**config.mk**
```make
export PLATFORM = sky130hd
export DESIGN_NAME = led_stack_fill_animator
export DESIGN_NICKNAME = d
export VERILOG_FILES = /design/src/sv/lsfa_pkg.sv /design/src/sv/lsfa_front.sv /design/src/sv/lsfa_queue.sv /design/src/sv/lsfa_back.sv /design/src/sv/led_stack_fill_animator.sv
export SDC_FILE = /design/constraint.sdc
export NUM_CORES = 1
export LEC_CHECK = 0
export ABC_AREA = 1
export BUFFER_PORTS_ARGS = -buffer_cell sky130_fd_sc_hd__buf_4
export CORE_UTILIZATION = 55
export DETAILED_ROUTE_END_ITERATION = 12
export HOLD_SLACK_MARGIN = 0.1
export PLACE_DENSITY = 0.8
export REMOVE_ABC_BUFFERS = 1
export SYNTH_ARGS = -nofsm -noshare
export SYNTH_HDL_FRONTEND = slang
export SYNTH_SLANG_ARGS = --single-unit
```
**constraint.sdc**
```tcl
create_clock -name clk_i -period 6.3 [get_ports clk_i]
set_input_delay 1.89 -clock clk_i [delete_from_list [all_inputs] [get_ports clk_i]]
set_output_delay 1.89 -clock clk_i [all_outputs]
set_load 0.05 [all_outputs]
```
**src/sv/lsfa_pkg.sv**
```systemverilog
// Shared types, constants and the color palette for the LED stack fill animator.
// No dependencies; every other file refers to it by scoped names.
package lsfa_pkg;

  // Strip size limit and derived widths
  localparam int MAX_LEDS     = 256;
  localparam int POS_W        = $clog2(MAX_LEDS);
  localparam int CNT_W        = (POS_W + 1 > 9) ? POS_W + 1 : 9;
  localparam int PALETTE_SIZE = 10;
  localparam int PAL_W        = 4;

  // Field widths
  localparam int LED_COUNT_W = 9;
  localparam int FADE_W      = 16;
  localparam int RGB_W       = 24;
  localparam int CH_W        = 8;
  localparam int IDX_W       = 8;
  localparam int CFG_DATA_W  = 24;
  localparam int CFG_IDX_W   = 2;

  // Register indexes
  localparam logic [CFG_IDX_W-1:0] REG_LED_COUNT   = 2'd0;
  localparam logic [CFG_IDX_W-1:0] REG_FADE_TIME   = 2'd1;
  localparam logic [CFG_IDX_W-1:0] REG_BASE_COLOR  = 2'd2;
  localparam logic [CFG_IDX_W-1:0] REG_RANDOM_MODE = 2'd3;

  // Reset values
  localparam logic [LED_COUNT_W-1:0] LED_COUNT_RST = 9'd256;
  localparam logic [FADE_W-1:0]      FADE_RST      = 16'd250;
  localparam logic [RGB_W-1:0]       COLOR_RST     = 24'h00FF00;

  // One tick's work: one or two LED writes
  typedef struct packed {
    logic              dual;
    logic [POS_W-1:0]  pos0;
    logic [RGB_W-1:0]  col0;
    logic [POS_W-1:0]  pos1;
    logic [RGB_W-1:0]  col1;
    logic [FADE_W-1:0] fade;
  } cmd_t;

  // Stack color palette
  function automatic logic [RGB_W-1:0] palette(input logic [PAL_W-1:0] idx);
    logic [RGB_W-1:0] c;
    case (idx)
      4'd0:    c = 24'hFF0000;
      4'd1:    c = 24'hFF7F00;
      4'd2:    c = 24'hFFFF00;
      4'd3:    c = 24'h00FF00;
      4'd4:    c = 24'h00FFFF;
      4'd5:    c = 24'h0000FF;
      4'd6:    c = 24'hFF00FF;
      4'd7:    c = 24'hFF007F;
      4'd8:    c = 24'hFFFFFF;
      default: c = 24'h000000;
    endcase
    return c;
  endfunction

  // Top position for a programmed LED count, saturated to 1..MAX_LEDS
  function automatic logic [POS_W-1:0] top_pos(input logic [LED_COUNT_W-1:0] cnt);
    logic [CNT_W-1:0] n;
    n = CNT_W'(cnt);
    if (n == '0) n = CNT_W'(1);
    if (n > CNT_W'(MAX_LEDS)) n = CNT_W'(MAX_LEDS);
    return POS_W'(n - CNT_W'(1));
  endfunction

endpackage

```
**src/sv/lsfa_front.sv**
```systemverilog
// Front end: configuration registers, animation state, and classification of
// each tick into a one- or two-write command. Depends on lsfa_pkg.
module lsfa_front (
  input  logic                          clk_i,
  input  logic                          rst_ni,
  input  logic                          cfg_we_i,
  input  logic [lsfa_pkg::CFG_IDX_W-1:0]  cfg_index_i,
  input  logic [lsfa_pkg::CFG_DATA_W-1:0] cfg_data_i,
  input  logic                          in_valid_i,
  output logic                          in_ready_o,
  input  logic [lsfa_pkg::RGB_W-1:0]    random_rgb_i,
  input  logic                          q_full_i,
  output logic                          push_o,
  output lsfa_pkg::cmd_t                cmd_o
);

  // Configuration registers
  logic [lsfa_pkg::LED_COUNT_W-1:0] led_count_q;
  logic [lsfa_pkg::FADE_W-1:0]      fade_time_q;
  logic [lsfa_pkg::RGB_W-1:0]       base_color_q;
  logic                             random_mode_q;

  // Animation state
  logic [lsfa_pkg::POS_W-1:0] stack_q, stack_d;
  logic [lsfa_pkg::POS_W-1:0] fall_q, fall_d;
  logic [lsfa_pkg::POS_W-1:0] tail_q, tail_d;
  logic [lsfa_pkg::POS_W-1:0] clear_q, clear_d;
  logic [lsfa_pkg::PAL_W-1:0] pal_q, pal_d;
  logic [lsfa_pkg::RGB_W-1:0] color_q, color_d;

  logic [lsfa_pkg::POS_W-1:0] top;
  logic [lsfa_pkg::POS_W-1:0] new_top;
  logic [lsfa_pkg::POS_W-1:0] fall_dec;
  logic [lsfa_pkg::PAL_W-1:0] pal_next;
  logic [lsfa_pkg::RGB_W-1:0] color_next;
  logic                       tail_hit;

  assign top        = lsfa_pkg::top_pos(led_count_q);
  assign new_top    = lsfa_pkg::top_pos(cfg_data_i[lsfa_pkg::LED_COUNT_W-1:0]);
  assign in_ready_o = !q_full_i;
  assign push_o     = in_valid_i && !q_full_i;

  // Next stack color
  assign pal_next   = (pal_q >= lsfa_pkg::PAL_W'(lsfa_pkg::PALETTE_SIZE - 1)) ? '0
                      : pal_q + lsfa_pkg::PAL_W'(1);
  assign color_next = random_mode_q ? random_rgb_i : lsfa_pkg::palette(pal_next);

  assign fall_dec = (fall_q == '0) ? top : fall_q - lsfa_pkg::POS_W'(1);
  assign tail_hit = ({1'b0, tail_q} > ({1'b0, fall_q} + (lsfa_pkg::POS_W + 1)'(1)));

  // Classify the tick and compute the state it leaves
  always_comb begin
    stack_d = stack_q;
    fall_d  = fall_q;
    tail_d  = tail_q;
    clear_d = clear_q;
    pal_d   = pal_q;
    color_d = color_q;
    cmd_o.dual = 1'b0;
    cmd_o.pos0 = clear_q;
    cmd_o.col0 = base_color_q;
    cmd_o.pos1 = fall_dec;
    cmd_o.col1 = color_q;
    cmd_o.fade = fade_time_q;
    if (fall_q == stack_q) begin
      // Clearing phase: one base-color write per tick, top down
      if (clear_q == '0) begin
        clear_d = top;
        stack_d = '0;
        color_d = color_next;
        if (!random_mode_q) pal_d = pal_next;
      end else begin
        clear_d = clear_q - lsfa_pkg::POS_W'(1);
      end
    end else begin
      // Falling phase: optional trailing clear, then the lit LED
      if (tail_hit) begin
        cmd_o.dual = 1'b1;
        cmd_o.pos0 = tail_q;
        tail_d = (tail_q == '0) ? top : tail_q - lsfa_pkg::POS_W'(1);
      end else begin
        cmd_o.pos0 = fall_dec;
        cmd_o.col0 = color_q;
      end
      fall_d = fall_dec;
      // Landing on the stack top
      if (fall_dec == stack_q) begin
        fall_d  = top;
        tail_d  = top;
        stack_d = (stack_q >= top) ? '0 : stack_q + lsfa_pkg::POS_W'(1);
        color_d = color_next;
        if (!random_mode_q) pal_d = pal_next;
      end
    end
  end

  // Hold configuration and state; a led_count write restarts the positions
  always_ff @(posedge clk_i or negedge rst_ni) begin
    if (!rst_ni) begin
      led_count_q   <= lsfa_pkg::LED_COUNT_RST;
      fade_time_q   <= lsfa_pkg::FADE_RST;
      base_color_q  <= '0;
      random_mode_q <= 1'b0;
      stack_q       <= '0;
      fall_q        <= lsfa_pkg::top_pos(lsfa_pkg::LED_COUNT_RST);
      tail_q        <= lsfa_pkg::top_pos(lsfa_pkg::LED_COUNT_RST);
      clear_q       <= lsfa_pkg::top_pos(lsfa_pkg::LED_COUNT_RST);
      pal_q         <= '0;
      color_q       <= lsfa_pkg::COLOR_RST;
    end else if (cfg_we_i) begin
      case (cfg_index_i)
        lsfa_pkg::REG_LED_COUNT: begin
          led_count_q <= cfg_data_i[lsfa_pkg::LED_COUNT_W-1:0];
          stack_q     <= '0;
          fall_q      <= new_top;
          tail_q      <= new_top;
          clear_q     <= new_top;
        end
        lsfa_pkg::REG_FADE_TIME:   fade_time_q   <= cfg_data_i[lsfa_pkg::FADE_W-1:0];
        lsfa_pkg::REG_BASE_COLOR:  base_color_q  <= cfg_data_i[lsfa_pkg::RGB_W-1:0];
        lsfa_pkg::REG_RANDOM_MODE: random_mode_q <= cfg_data_i[0];
        default: ;
      endcase
    end else if (push_o) begin
      stack_q <= stack_d;
      fall_q  <= fall_d;
      tail_q  <= tail_d;
      clear_q <= clear_d;
      pal_q   <= pal_d;
      color_q <= color_d;
    end
  end

endmodule

```
**src/sv/lsfa_queue.sv**
```systemverilog
// Two-entry command queue between the front and back ends.
// Depends on lsfa_pkg for the command type.
module lsfa_queue (
  input  logic           clk_i,
  input  logic           rst_ni,
  input  logic           push_i,
  input  lsfa_pkg::cmd_t cmd_i,
  input  logic           pop_i,
  output logic           full_o,
  output logic           valid_o,
  output lsfa_pkg::cmd_t cmd_o
);

  lsfa_pkg::cmd_t slot_q [2];
  logic           wr_q, rd_q;
  logic [1:0]     cnt_q;

  assign full_o  = cnt_q[1];
  assign valid_o = (cnt_q != 2'd0);
  assign cmd_o   = slot_q[rd_q];

  // Store pushed commands
  always_ff @(posedge clk_i) begin
    if (push_i) slot_q[wr_q] <= cmd_i;
  end

  // Advance pointers and occupancy
  always_ff @(posedge clk_i or negedge rst_ni) begin
    if (!rst_ni) begin
      wr_q  <= 1'b0;
      rd_q  <= 1'b0;
      cnt_q <= 2'd0;
    end else begin
      if (push_i) wr_q <= !wr_q;
      if (pop_i)  rd_q <= !rd_q;
      case ({push_i, pop_i})
        2'b10:   cnt_q <= cnt_q + 2'd1;
        2'b01:   cnt_q <= cnt_q - 2'd1;
        default: cnt_q <= cnt_q;
      endcase
    end
  end

endmodule

```
**src/sv/lsfa_back.sv**
```systemverilog
// Back end: expands each queued command into LED write transactions through
// an output register. Depends on lsfa_pkg.
module lsfa_back (
  input  logic                        clk_i,
  input  logic                        rst_ni,
  input  logic                        q_valid_i,
  input  lsfa_pkg::cmd_t              cmd_i,
  output logic                        pop_o,
  output logic                        out_valid_o,
  input  logic                        out_ready_i,
  output logic [lsfa_pkg::IDX_W-1:0]  led_index_o,
  output logic [lsfa_pkg::CH_W-1:0]   red_o,
  output logic [lsfa_pkg::CH_W-1:0]   green_o,
  output logic [lsfa_pkg::CH_W-1:0]   blue_o,
  output logic [lsfa_pkg::FADE_W-1:0] fade_ms_o,
  output logic                        last_o
);

  logic                         valid_q;
  logic                         second_q;
  logic                         load;
  logic [lsfa_pkg::POS_W-1:0]   pos_sel;
  logic [lsfa_pkg::RGB_W-1:0]   col_sel;
  logic [lsfa_pkg::POS_W+lsfa_pkg::IDX_W-1:0] pos_ext;
  logic [lsfa_pkg::IDX_W-1:0]   idx_q;
  logic [lsfa_pkg::RGB_W-1:0]   col_q;
  logic [lsfa_pkg::FADE_W-1:0]  fade_q;
  logic                         last_q;
  logic                         last_sel;

  assign load     = q_valid_i && (!valid_q || out_ready_i);
  assign last_sel = !cmd_i.dual || second_q;
  assign pop_o    = load && last_sel;
  assign pos_sel  = second_q ? cmd_i.pos1 : cmd_i.pos0;
  assign col_sel  = second_q ? cmd_i.col1 : cmd_i.col0;
  assign pos_ext  = {{lsfa_pkg::IDX_W{1'b0}}, pos_sel};

  // Output handshake and write selection
  always_ff @(posedge clk_i or negedge rst_ni) begin
    if (!rst_ni) begin
      valid_q  <= 1'b0;
      second_q <= 1'b0;
    end else if (load) begin
      valid_q  <= 1'b1;
      second_q <= !last_sel;
    end else if (out_ready_i) begin
      valid_q  <= 1'b0;
    end
  end

  // Output payload
  always_ff @(posedge clk_i) begin
    if (load) begin
      idx_q  <= pos_ext[lsfa_pkg::IDX_W-1:0];
      col_q  <= col_sel;
      fade_q <= cmd_i.fade;
      last_q <= last_sel;
    end
  end

  assign out_valid_o = valid_q;
  assign led_index_o = idx_q;
  assign red_o       = col_q[23:16];
  assign green_o     = col_q[15:8];
  assign blue_o      = col_q[7:0];
  assign fade_ms_o   = fade_q;
  assign last_o      = last_q;

endmodule

```
**src/sv/led_stack_fill_animator.sv**
```systemverilog
// LED stack fill animator: an accepted tick is stored in the command queue and
// its first LED write is then loaded into the output register, which sends one
// write per cycle while out_ready_i is high, popping a two-write command with
// its second write. A two-entry queue lets ticks be taken while writes drain.
// Reset: 256 LEDs, 250 ms fade, black base, palette mode, green stack color.
module led_stack_fill_animator (
  input  logic                            clk_i,
  input  logic                            rst_ni,
  input  logic                            cfg_we_i,
  input  logic [lsfa_pkg::CFG_IDX_W-1:0]  cfg_index_i,
  input  logic [lsfa_pkg::CFG_DATA_W-1:0] cfg_data_i,
  input  logic                            in_valid_i,
  output logic                            in_ready_o,
  input  logic [lsfa_pkg::RGB_W-1:0]      random_rgb_i,
  output logic                            out_valid_o,
  input  logic                            out_ready_i,
  output logic [lsfa_pkg::IDX_W-1:0]      led_index_o,
  output logic [lsfa_pkg::CH_W-1:0]       red_o,
  output logic [lsfa_pkg::CH_W-1:0]       green_o,
  output logic [lsfa_pkg::CH_W-1:0]       blue_o,
  output logic [lsfa_pkg::FADE_W-1:0]     fade_ms_o,
  output logic                            last_o
);

  logic           push, pop, q_full, q_valid;
  lsfa_pkg::cmd_t push_cmd, head_cmd;

  // Classify ticks
  lsfa_front u_front (
    .clk_i        (clk_i),
    .rst_ni       (rst_ni),
    .cfg_we_i     (cfg_we_i),
    .cfg_index_i  (cfg_index_i),
    .cfg_data_i   (cfg_data_i),
    .in_valid_i   (in_valid_i),
    .in_ready_o   (in_ready_o),
    .random_rgb_i (random_rgb_i),
    .q_full_i     (q_full),
    .push_o       (push),
    .cmd_o        (push_cmd)
  );

  // Decouple front and back
  lsfa_queue u_queue (
    .clk_i   (clk_i),
    .rst_ni  (rst_ni),
    .push_i  (push),
    .cmd_i   (push_cmd),
    .pop_i   (pop),
    .full_o  (q_full),
    .valid_o (q_valid),
    .cmd_o   (head_cmd)
  );

  // Emit LED writes
  lsfa_back u_back (
    .clk_i       (clk_i),
    .rst_ni      (rst_ni),
    .q_valid_i   (q_valid),
    .cmd_i       (head_cmd),
    .pop_o       (pop),
    .out_valid_o (out_valid_o),
    .out_ready_i (out_ready_i),
    .led_index_o (led_index_o),
    .red_o       (red_o),
    .green_o     (green_o),
    .blue_o      (blue_o),
    .fade_ms_o   (fade_ms_o),
    .last_o      (last_o)
  );

endmodule

```
==> run summary, run 1 <==
* **launching instance or port of the critical path** u_front.led_count_q[5]
* **final net count** 1717
* **number of H-tree levels** 2
* **remaining design rule violation count** 0
* **slowest CP cell** sky130_fd_sc_hd__nand3b_4
* **Worst Setup Path Type** flop to flop
* **P&R area growth vs syn** 14.9%
* **Die Area** 0.0284 sq mm
* **largest net degree at the start of global routing** 84
* **count of state elements after synthesis** 327
* **count of endpoints failing setup in the final report** 0
* **Synth Area per Inst** 9.86 sq um
* **clock buffer depth** 3
* **total global routing track utilization** 26.9%
* **time the final worst path needs with I/O delays and setup** 3950 ps
* **Largest stage delay, worst path** 500 ps
* **number of buffer cells added on primary ports** 105
* **Core Rows** 60
* **number of cells produced by synthesis** 1546
* **layout cells sized above 1** 15.9%
* **multi-input gate area in the final layout** 0.00521 sq mm
* **Worst Hold Launch** u_front.fade_time_q[10]
* **post-synthesis cell type count** 44
* **number of antenna violations at the first check in global routing** 0
* **overflow left after global routing** 0
* **initial cell density of the core** 56.2%
* **number of flops mapped to enable cells by yosys** 211
* **Max Cap Viol** 0
* **number of vias in the routed layout** 11650
* **accumulated negative setup slack** 0 ps
* **width of the die** 168 um
* **Final WS setup** 2350 ps
* **Syn Std Cell Area** 0.0152 sq mm
* **area of all sequential standard cells** 0.00929 sq mm
* **post-layout util** 64.6%
* **Worst setup SP type** flop
* **most common cell type on the critical path** sky130_fd_sc_hd__nand2_1
* **Pins Over Slew Limit** 0
* **Yosys warnings** 0
* **sum of buffers and inverters on the critical path** 1
* **number of fill cells** 2032
* **Worst-path clk slew** 60 ps
* **DP Worst Slack** 2220 ps
* **Final period util** 62.7%
* **leak pwr** 7.55 nW
* **number of DRC markers in iteration 0** 1089
* **highest ir drop seen on vdd** 0.299 mV
* **data required time of the critical path** 6680 ps
* **number of nets still failing antenna checks after routing** 0
* **Placer Congestion** 0.927
* **top cell family by delay on the critical path** simple AND/OR/NAND/NOR gates
* **DPL Wire Length** 24.4 mm
* **startpoint of the lowest-slack register-to-register path** u_front.led_count_q[5]
* **highest fanout seen on the critical path** 48
* **Main synth FF type** sky130_fd_sc_hd__edfxtp_1
* **clock tree skew after final layout** 28.1 ps
* **TritonCTS clock tree** yes
* **n_diodes** 0
* **arrival time of the worst setup path** 4330 ps
* **Vert. Die Dim** 168 um
* **number of placed instances, taps included** 1968
* **vias in the first global route** 11147
* **cell at the root of the clock tree** sky130_fd_sc_hd__clkbuf_16
* **routed wire length** 37.8 mm
* **number of CTS-inserted buffers** 34
* **sequential-to-total area share from yosys stat** 60.9%
* **count of cells resized by post-cts repair** 0
* **P per Cell Area** 540 mW/mm^2
* **Post CTS Setup Buffer Count** 0
* **worst path cell trace** nor2_1, nand2_1, nor2_1, o21ai_4, ha_1, inv_1, nand2_2, o21ai_2, xor2_1, nand2_1, nor2_1, nand2_1, nor2_2, nand2_2, nor2_8, nand3_4, nand2_2, nand3b_4, nand2_1, o21ai_2
* **number of top-level design ports** 106
* **run status** finished clean
* **1st-pass router iterations** 8
* **commonest cells after routing, fill and taps aside** sky130_fd_sc_hd__nand2_1 (382), sky130_fd_sc_hd__edfxtp_1 (211), sky130_fd_sc_hd__nor2_1 (159)
* **maximum frequency from static timing analysis** 253 MHz
* **Vias/cell** 5.74
* **first-pass GRT wire length** 59.3 mm
* **most common cell after layout, fill and taps aside** sky130_fd_sc_hd__nand2_1
* **CP Capture Type** flop
* **RSZ-0062 raised after global routing** no
* **number of sinks driven by the clock tree** 327
* **headroom to the max-slew limit** 16.8%
* **core area** 0.0271 sq mm
* **Final Hold Fails** 0
* **final cell count without fillers** 2030
* **share of synthesized registers carrying an async set or reset** 35.5%
* **clock insertion delay at the later pin of the skew report** 520 ps
* **Tightest Pin Transition** 1240 ps
* **worst hold path type** flop to flop
* **wire length per cell** 18.6 um
* **total of hold buffers inserted after clock tree synthesis** 0
## flip-flops by register name (all words and copies together), names as in the netlist
register	flops
u_front.stack_q	8
u_front.fade_time_q	16
u_back.led_index_o	8
u_queue.wr_q	1
u_front.random_mode_q	1
u_front.color_q	24
u_queue.slot_q	162
u_front.tail_q	8
u_queue.rd_q	1
u_back.col_q	24
u_front.clear_q	8
u_front.fall_q	8
u_back.out_valid_o	1
u_queue.cnt_q	2
u_front.led_count_q	9
u_front.base_color_q	24
u_back.fade_ms_o	16
u_front.pal_q	4
u_back.second_q	1
u_back.last_o	1
## through the flow
| stage | hold WS, ps | area, sq um | total power [mW] |
|---|---|---|---|
| global route | 483 | 17500 | 9.96 |
| detailed placement | 458 | 16300 | 7.28 |
| floorplan | 442 | 14900 | 6.07 |
| global placement | 450 | 16300 | 7.16 |
| CTS | 474 | 17500 | 9.46 |
| finish | 479 | 17500 | 9.46 |
## routing by layer
layer	vias up	global-route usage [%]	share of wire, %
met2	527	45.9	48
met3	93	4.07	7.3
met5	-	0	0
met4	0	8.77	2.8
li1	5444	-	-
met1	5586	35.6	41
## cell families after synthesis
group / after synthesis / synth area share, %
adder cells (fa/ha/maj): 30 / 2.46
XOR/XNOR: 32 / 1.84
AND/OR/NAND/NOR: 659 / 18.2
flip-flops: 327 / 60.9
AO/OA/AOI/OAI: 301 / 10.9
buffers and inverters: 189 / 5.06
multiplexers: 8 / 0.591
## worst paths after layout
kind,end,slack (ps),cells after the start
max in group asynchronous,u_front.clear_q[4],3490,2
hold reg to reg,u_queue.slot_q[0][10],480,0
setup reg to reg,u_front.color_q[3],2350,20
hold / removal,u_queue.slot_q[0][10],480,0
min in group asynchronous,u_queue.cnt_q[0],1610,1
setup / recovery,u_front.color_q[3],2350,20
## Yosys cell counts, types with 33 or more instances
| cell type | number | area [sq um] |
|---|---|---|
| sky130_fd_sc_hd__a21oi_1 | 73 | 365 |
| sky130_fd_sc_hd__nand3_1 | 36 | 180 |
| sky130_fd_sc_hd__inv_1 | 118 | 443 |
| sky130_fd_sc_hd__dfrtp_1 | 77 | 1930 |
| sky130_fd_sc_hd__clkbuf_1 | 51 | 191 |
| sky130_fd_sc_hd__nor2_1 | 162 | 608 |
| sky130_fd_sc_hd__dfstp_2 | 39 | 1020 |
| sky130_fd_sc_hd__o22ai_1 | 33 | 206 |
| sky130_fd_sc_hd__edfxtp_1 | 211 | 6340 |
| sky130_fd_sc_hd__nand2_1 | 382 | 1430 |
| sky130_fd_sc_hd__o21ai_0 | 138 | 691 |
## cell type report
cell class / instances / share of cell area (%)
Sequential cell: 327 / 53.0
Multi-Input combinational cell: 1030 / 29.8
Clock buffer: 40 / 5.22
Timing Repair Buffer: 116 / 5.04
Tap cell: 372 / 2.66
Inverter: 123 / 2.64
Clock inverter: 22 / 1.64
## where the power goes
| group | internal (mW) | switching (mW) | total [mW] |
|---|---|---|---|
| combinational | 1.02 | 2.64 | 3.66 |
| clock | 1.30 | 0.854 | 2.15 |
| sequential | 3.28 | 0.377 | 3.65 |
(Power assumes the default switching activity.)
==> inputs of run 2 (changes only) <==
- clock period: 6.3 -> 3.9 ns (I/O delays scaled with it)
==> run 2 against run 1 <==
Net effect:
- sequential share of layout area decreased by 0.20 points
- clock power increased by 49%
- critical path depth increased by 1
- wire length increased by 2.1%
- maximum frequency increased by 15%
- sequential cell count unchanged
- sequential power increased by 62%
- combinational power increased by 62%
- hold slack got worse by 19 ps
- utilization increased by 0.24 points
- critical endpoint is now u_front.tail_q[2]
==> run summary, run 2 (synthesized netlist as in run 1, its figures left out) <==
* **capturing element of the worst setup path** u_front.tail_q[2]
* **share of power burned in registers** 39.3%
* **number of CTS-inserted buffers** 35
* **routed wire length** 38.6 mm
* **Die Area** 0.0284 sq mm
* **time the final worst path needs with I/O delays and setup** 3430 ps
* **design internal power** 8.82 mW
* **Worst-path clk slew** 60 ps
* **worst hold path type** flop to flop
* **Post CTS Setup Buffer Count** 0
* **1st-pass router iterations** 6
* **first-pass GRT wire length** 60.3 mm
* **data required time of the critical path** 4350 ps
* **most common cell after layout, fill and taps aside** sky130_fd_sc_hd__nand2_1
* **clock tree skew after final layout** 17.4 ps
* **count of cells resized by post-cts repair** 0
* **number of buffer cells added on primary ports** 105
* **remaining design rule violation count** 0
* **arrival time of the worst setup path** 3880 ps
* **r2r worst-path depth** 21
* **total chip power** 15.0 mW
* **largest net degree at the start of global routing** 83
* **multi-input gate area in the final layout** 0.00521 sq mm
* **Core Rows** 60
* **capture point of the worst reg-to-reg path** u_front.tail_q[2]
* **RSZ-0062 raised after global routing** no
* **DP Worst Slack** 507 ps
* **Post-Layout Inst Area** 0.0176 sq mm
* **P per Cell Area** 856 mW/mm^2
* **startpoint of the lowest-slack register-to-register path** u_front.led_count_q[4]
* **FF-to-FF setup slack** 470 ps
* **number of antenna violations at the first check in global routing** 0
* **accumulated negative setup slack** 0 ps
* **number of sinks driven by the clock tree** 327
* **initial cell density of the core** 56.2%
* **highest ir drop seen on vdd** 0.666 mV
* **area of all sequential standard cells** 0.00929 sq mm
* **number of nets still failing antenna checks after routing** 0
* **Logic pwr share** 39.4%
* **launching instance or port of the critical path** u_front.led_count_q[4]
* **number of H-tree levels** 2
* **Vert. Die Dim** 168 um
* **Switching Fraction** 41.4%
* **Vias/cell** 5.70
* **wire length per cell** 18.8 um
* **highest fanout seen on the critical path** 15
* **number of placed instances, taps included** 1988
* **run status** finished clean
* **clock buffer depth** 3
* **Top reg by flops** u_queue.slot_q
* **commonest cells after routing, fill and taps aside** sky130_fd_sc_hd__nand2_1 (382), sky130_fd_sc_hd__edfxtp_1 (211), sky130_fd_sc_hd__nor2_1 (159)
* **number of DRC markers in iteration 0** 1083
* **number of top-level design ports** 106
* **Final period util** 87.8%
* **core area** 0.0271 sq mm
* **maximum frequency from static timing analysis** 292 MHz
* **final net count** 1738
* **Placer Congestion** 0.989
* **n_diodes** 0
* **number of vias in the routed layout** 11691
* **placed cell areas** 0.0165 sq mm
* **P&R area growth vs syn** 15.3%
* **Tightest Pin Transition** 913 ps
* **total of hold buffers inserted after clock tree synthesis** 0
* **Worst Setup Path Type** flop to flop
* **max reg flops** 162
* **Final WS setup** 474 ps
* **Final Hold Fails** 0
* **CP Capture Type** flop
* **layout cells sized above 1** 16.7%
* **DPL Wire Length** 25.7 mm
* **overflow left after global routing** 0
* **share of power burned in the clock network** 21.3%
* **Max Cap Viol** 0
* **count of endpoints failing setup in the final report** 0
* **headroom to the max-slew limit** 39.0%
* **width of the die** 168 um
* **total global routing track utilization** 27.7%
* **cell at the root of the clock tree** sky130_fd_sc_hd__clkbuf_16
* **Worst setup SP type** flop
* **TritonCTS clock tree** yes
* **net switching power figure** 6.23 mW
* **final cell count without fillers** 2051
* **clock insertion delay at the later pin of the skew report** 530 ps
* **Pins Over Slew Limit** 0
* **vias in the first global route** 11447
* **number of fill cells** 2088
* **leak pwr** 7.61 nW
## run 2: changes by cell type in the layout (fill, tap and decap cells not counted), sizes merged
cell      change
clkinvlp      +1
clkinv        +2
clkbuf        +2
bufinv        -4
buf          +20
## run 2: final cells by class
class | count | area share [%]
flip-flops and latches | 327 | 52.8
well taps | 372 | 2.65
clock buffers | 42 | 5.25
inverters | 123 | 2.63
multi-input cells | 1030 | 29.7
clock inverters | 21 | 1.04
repair buffers | 136 | 5.95
## run 2: critical path: stages, from the launching register on
cell and delay (ps):
sky130_fd_sc_hd__dfrtp_1 430, sky130_fd_sc_hd__nor2_1 160, sky130_fd_sc_hd__nand2_1 80, sky130_fd_sc_hd__nor2_1 190, sky130_fd_sc_hd__o21ai_4 110, sky130_fd_sc_hd__ha_1 360
sky130_fd_sc_hd__inv_1 150, sky130_fd_sc_hd__nand2_2 70, sky130_fd_sc_hd__o21ai_2 120, sky130_fd_sc_hd__xor2_1 170, sky130_fd_sc_hd__nand2_1 70, sky130_fd_sc_hd__nor2_1 80
sky130_fd_sc_hd__nand2_1 70, sky130_fd_sc_hd__nor2_2 90, sky130_fd_sc_hd__nand2_2 90, sky130_fd_sc_hd__nor2_8 200, sky130_fd_sc_hd__nand3_4 130, sky130_fd_sc_hd__buf_4 210
sky130_fd_sc_hd__nand2_2 160, sky130_fd_sc_hd__nand2_1 200, sky130_fd_sc_hd__nor2_1 140, sky130_fd_sc_hd__a21oi_1 70
## run 2: power groups by stage
stage / Sequential (mW) / Combinational (mW) / Clock (mW)
after floorplan: 6.89 / 2.93 / 0
after global placement: 5.90 / 5.70 / 0
after detailed placement: 5.94 / 5.85 / 0
after CTS: 5.89 / 5.90 / 3.23
after global routing: 5.99 / 6.46 / 3.36
final: 5.91 / 5.93 / 3.21
## run 2: worst min path at each step
stage,from,endpoint,slack (ps),cells past startpoint
2_1_floorplan,u_front.fade_time_q[0],u_queue.slot_q[0][0],440,0
3_3_place_gp,u_front.fade_time_q[15],u_queue.slot_q[0][15],450,0
3_5_place_dp,u_front.fade_time_q[13],u_queue.slot_q[1][13],460,0
4_1_cts,u_front.fade_time_q[15],u_queue.slot_q[1][15],470,0
5_1_grt,u_front.fade_time_q[15],u_queue.slot_q[1][15],480,0
6_report,u_front.fade_time_q[15],u_queue.slot_q[1][15],460,0
## run 2: through the flow
step	util [%]	hold WS [ps]
2_1_floorplan	-	442
3_3_place_gp	60.8	449
3_5_place_dp	60.8	458
4_1_cts	64.9	472
5_1_grt	64.9	477
6_report	64.9	460
## run 2: layer usage
layer  vias to the layer above  GRT usage, %  wire length (um)
li1                       5484             -                 -
met1                      5641          35.0             15800
met2                       480          47.9             18900
met3                        86          4.70              2600
met4                         0          10.6              1310
met5                         -             0                 0
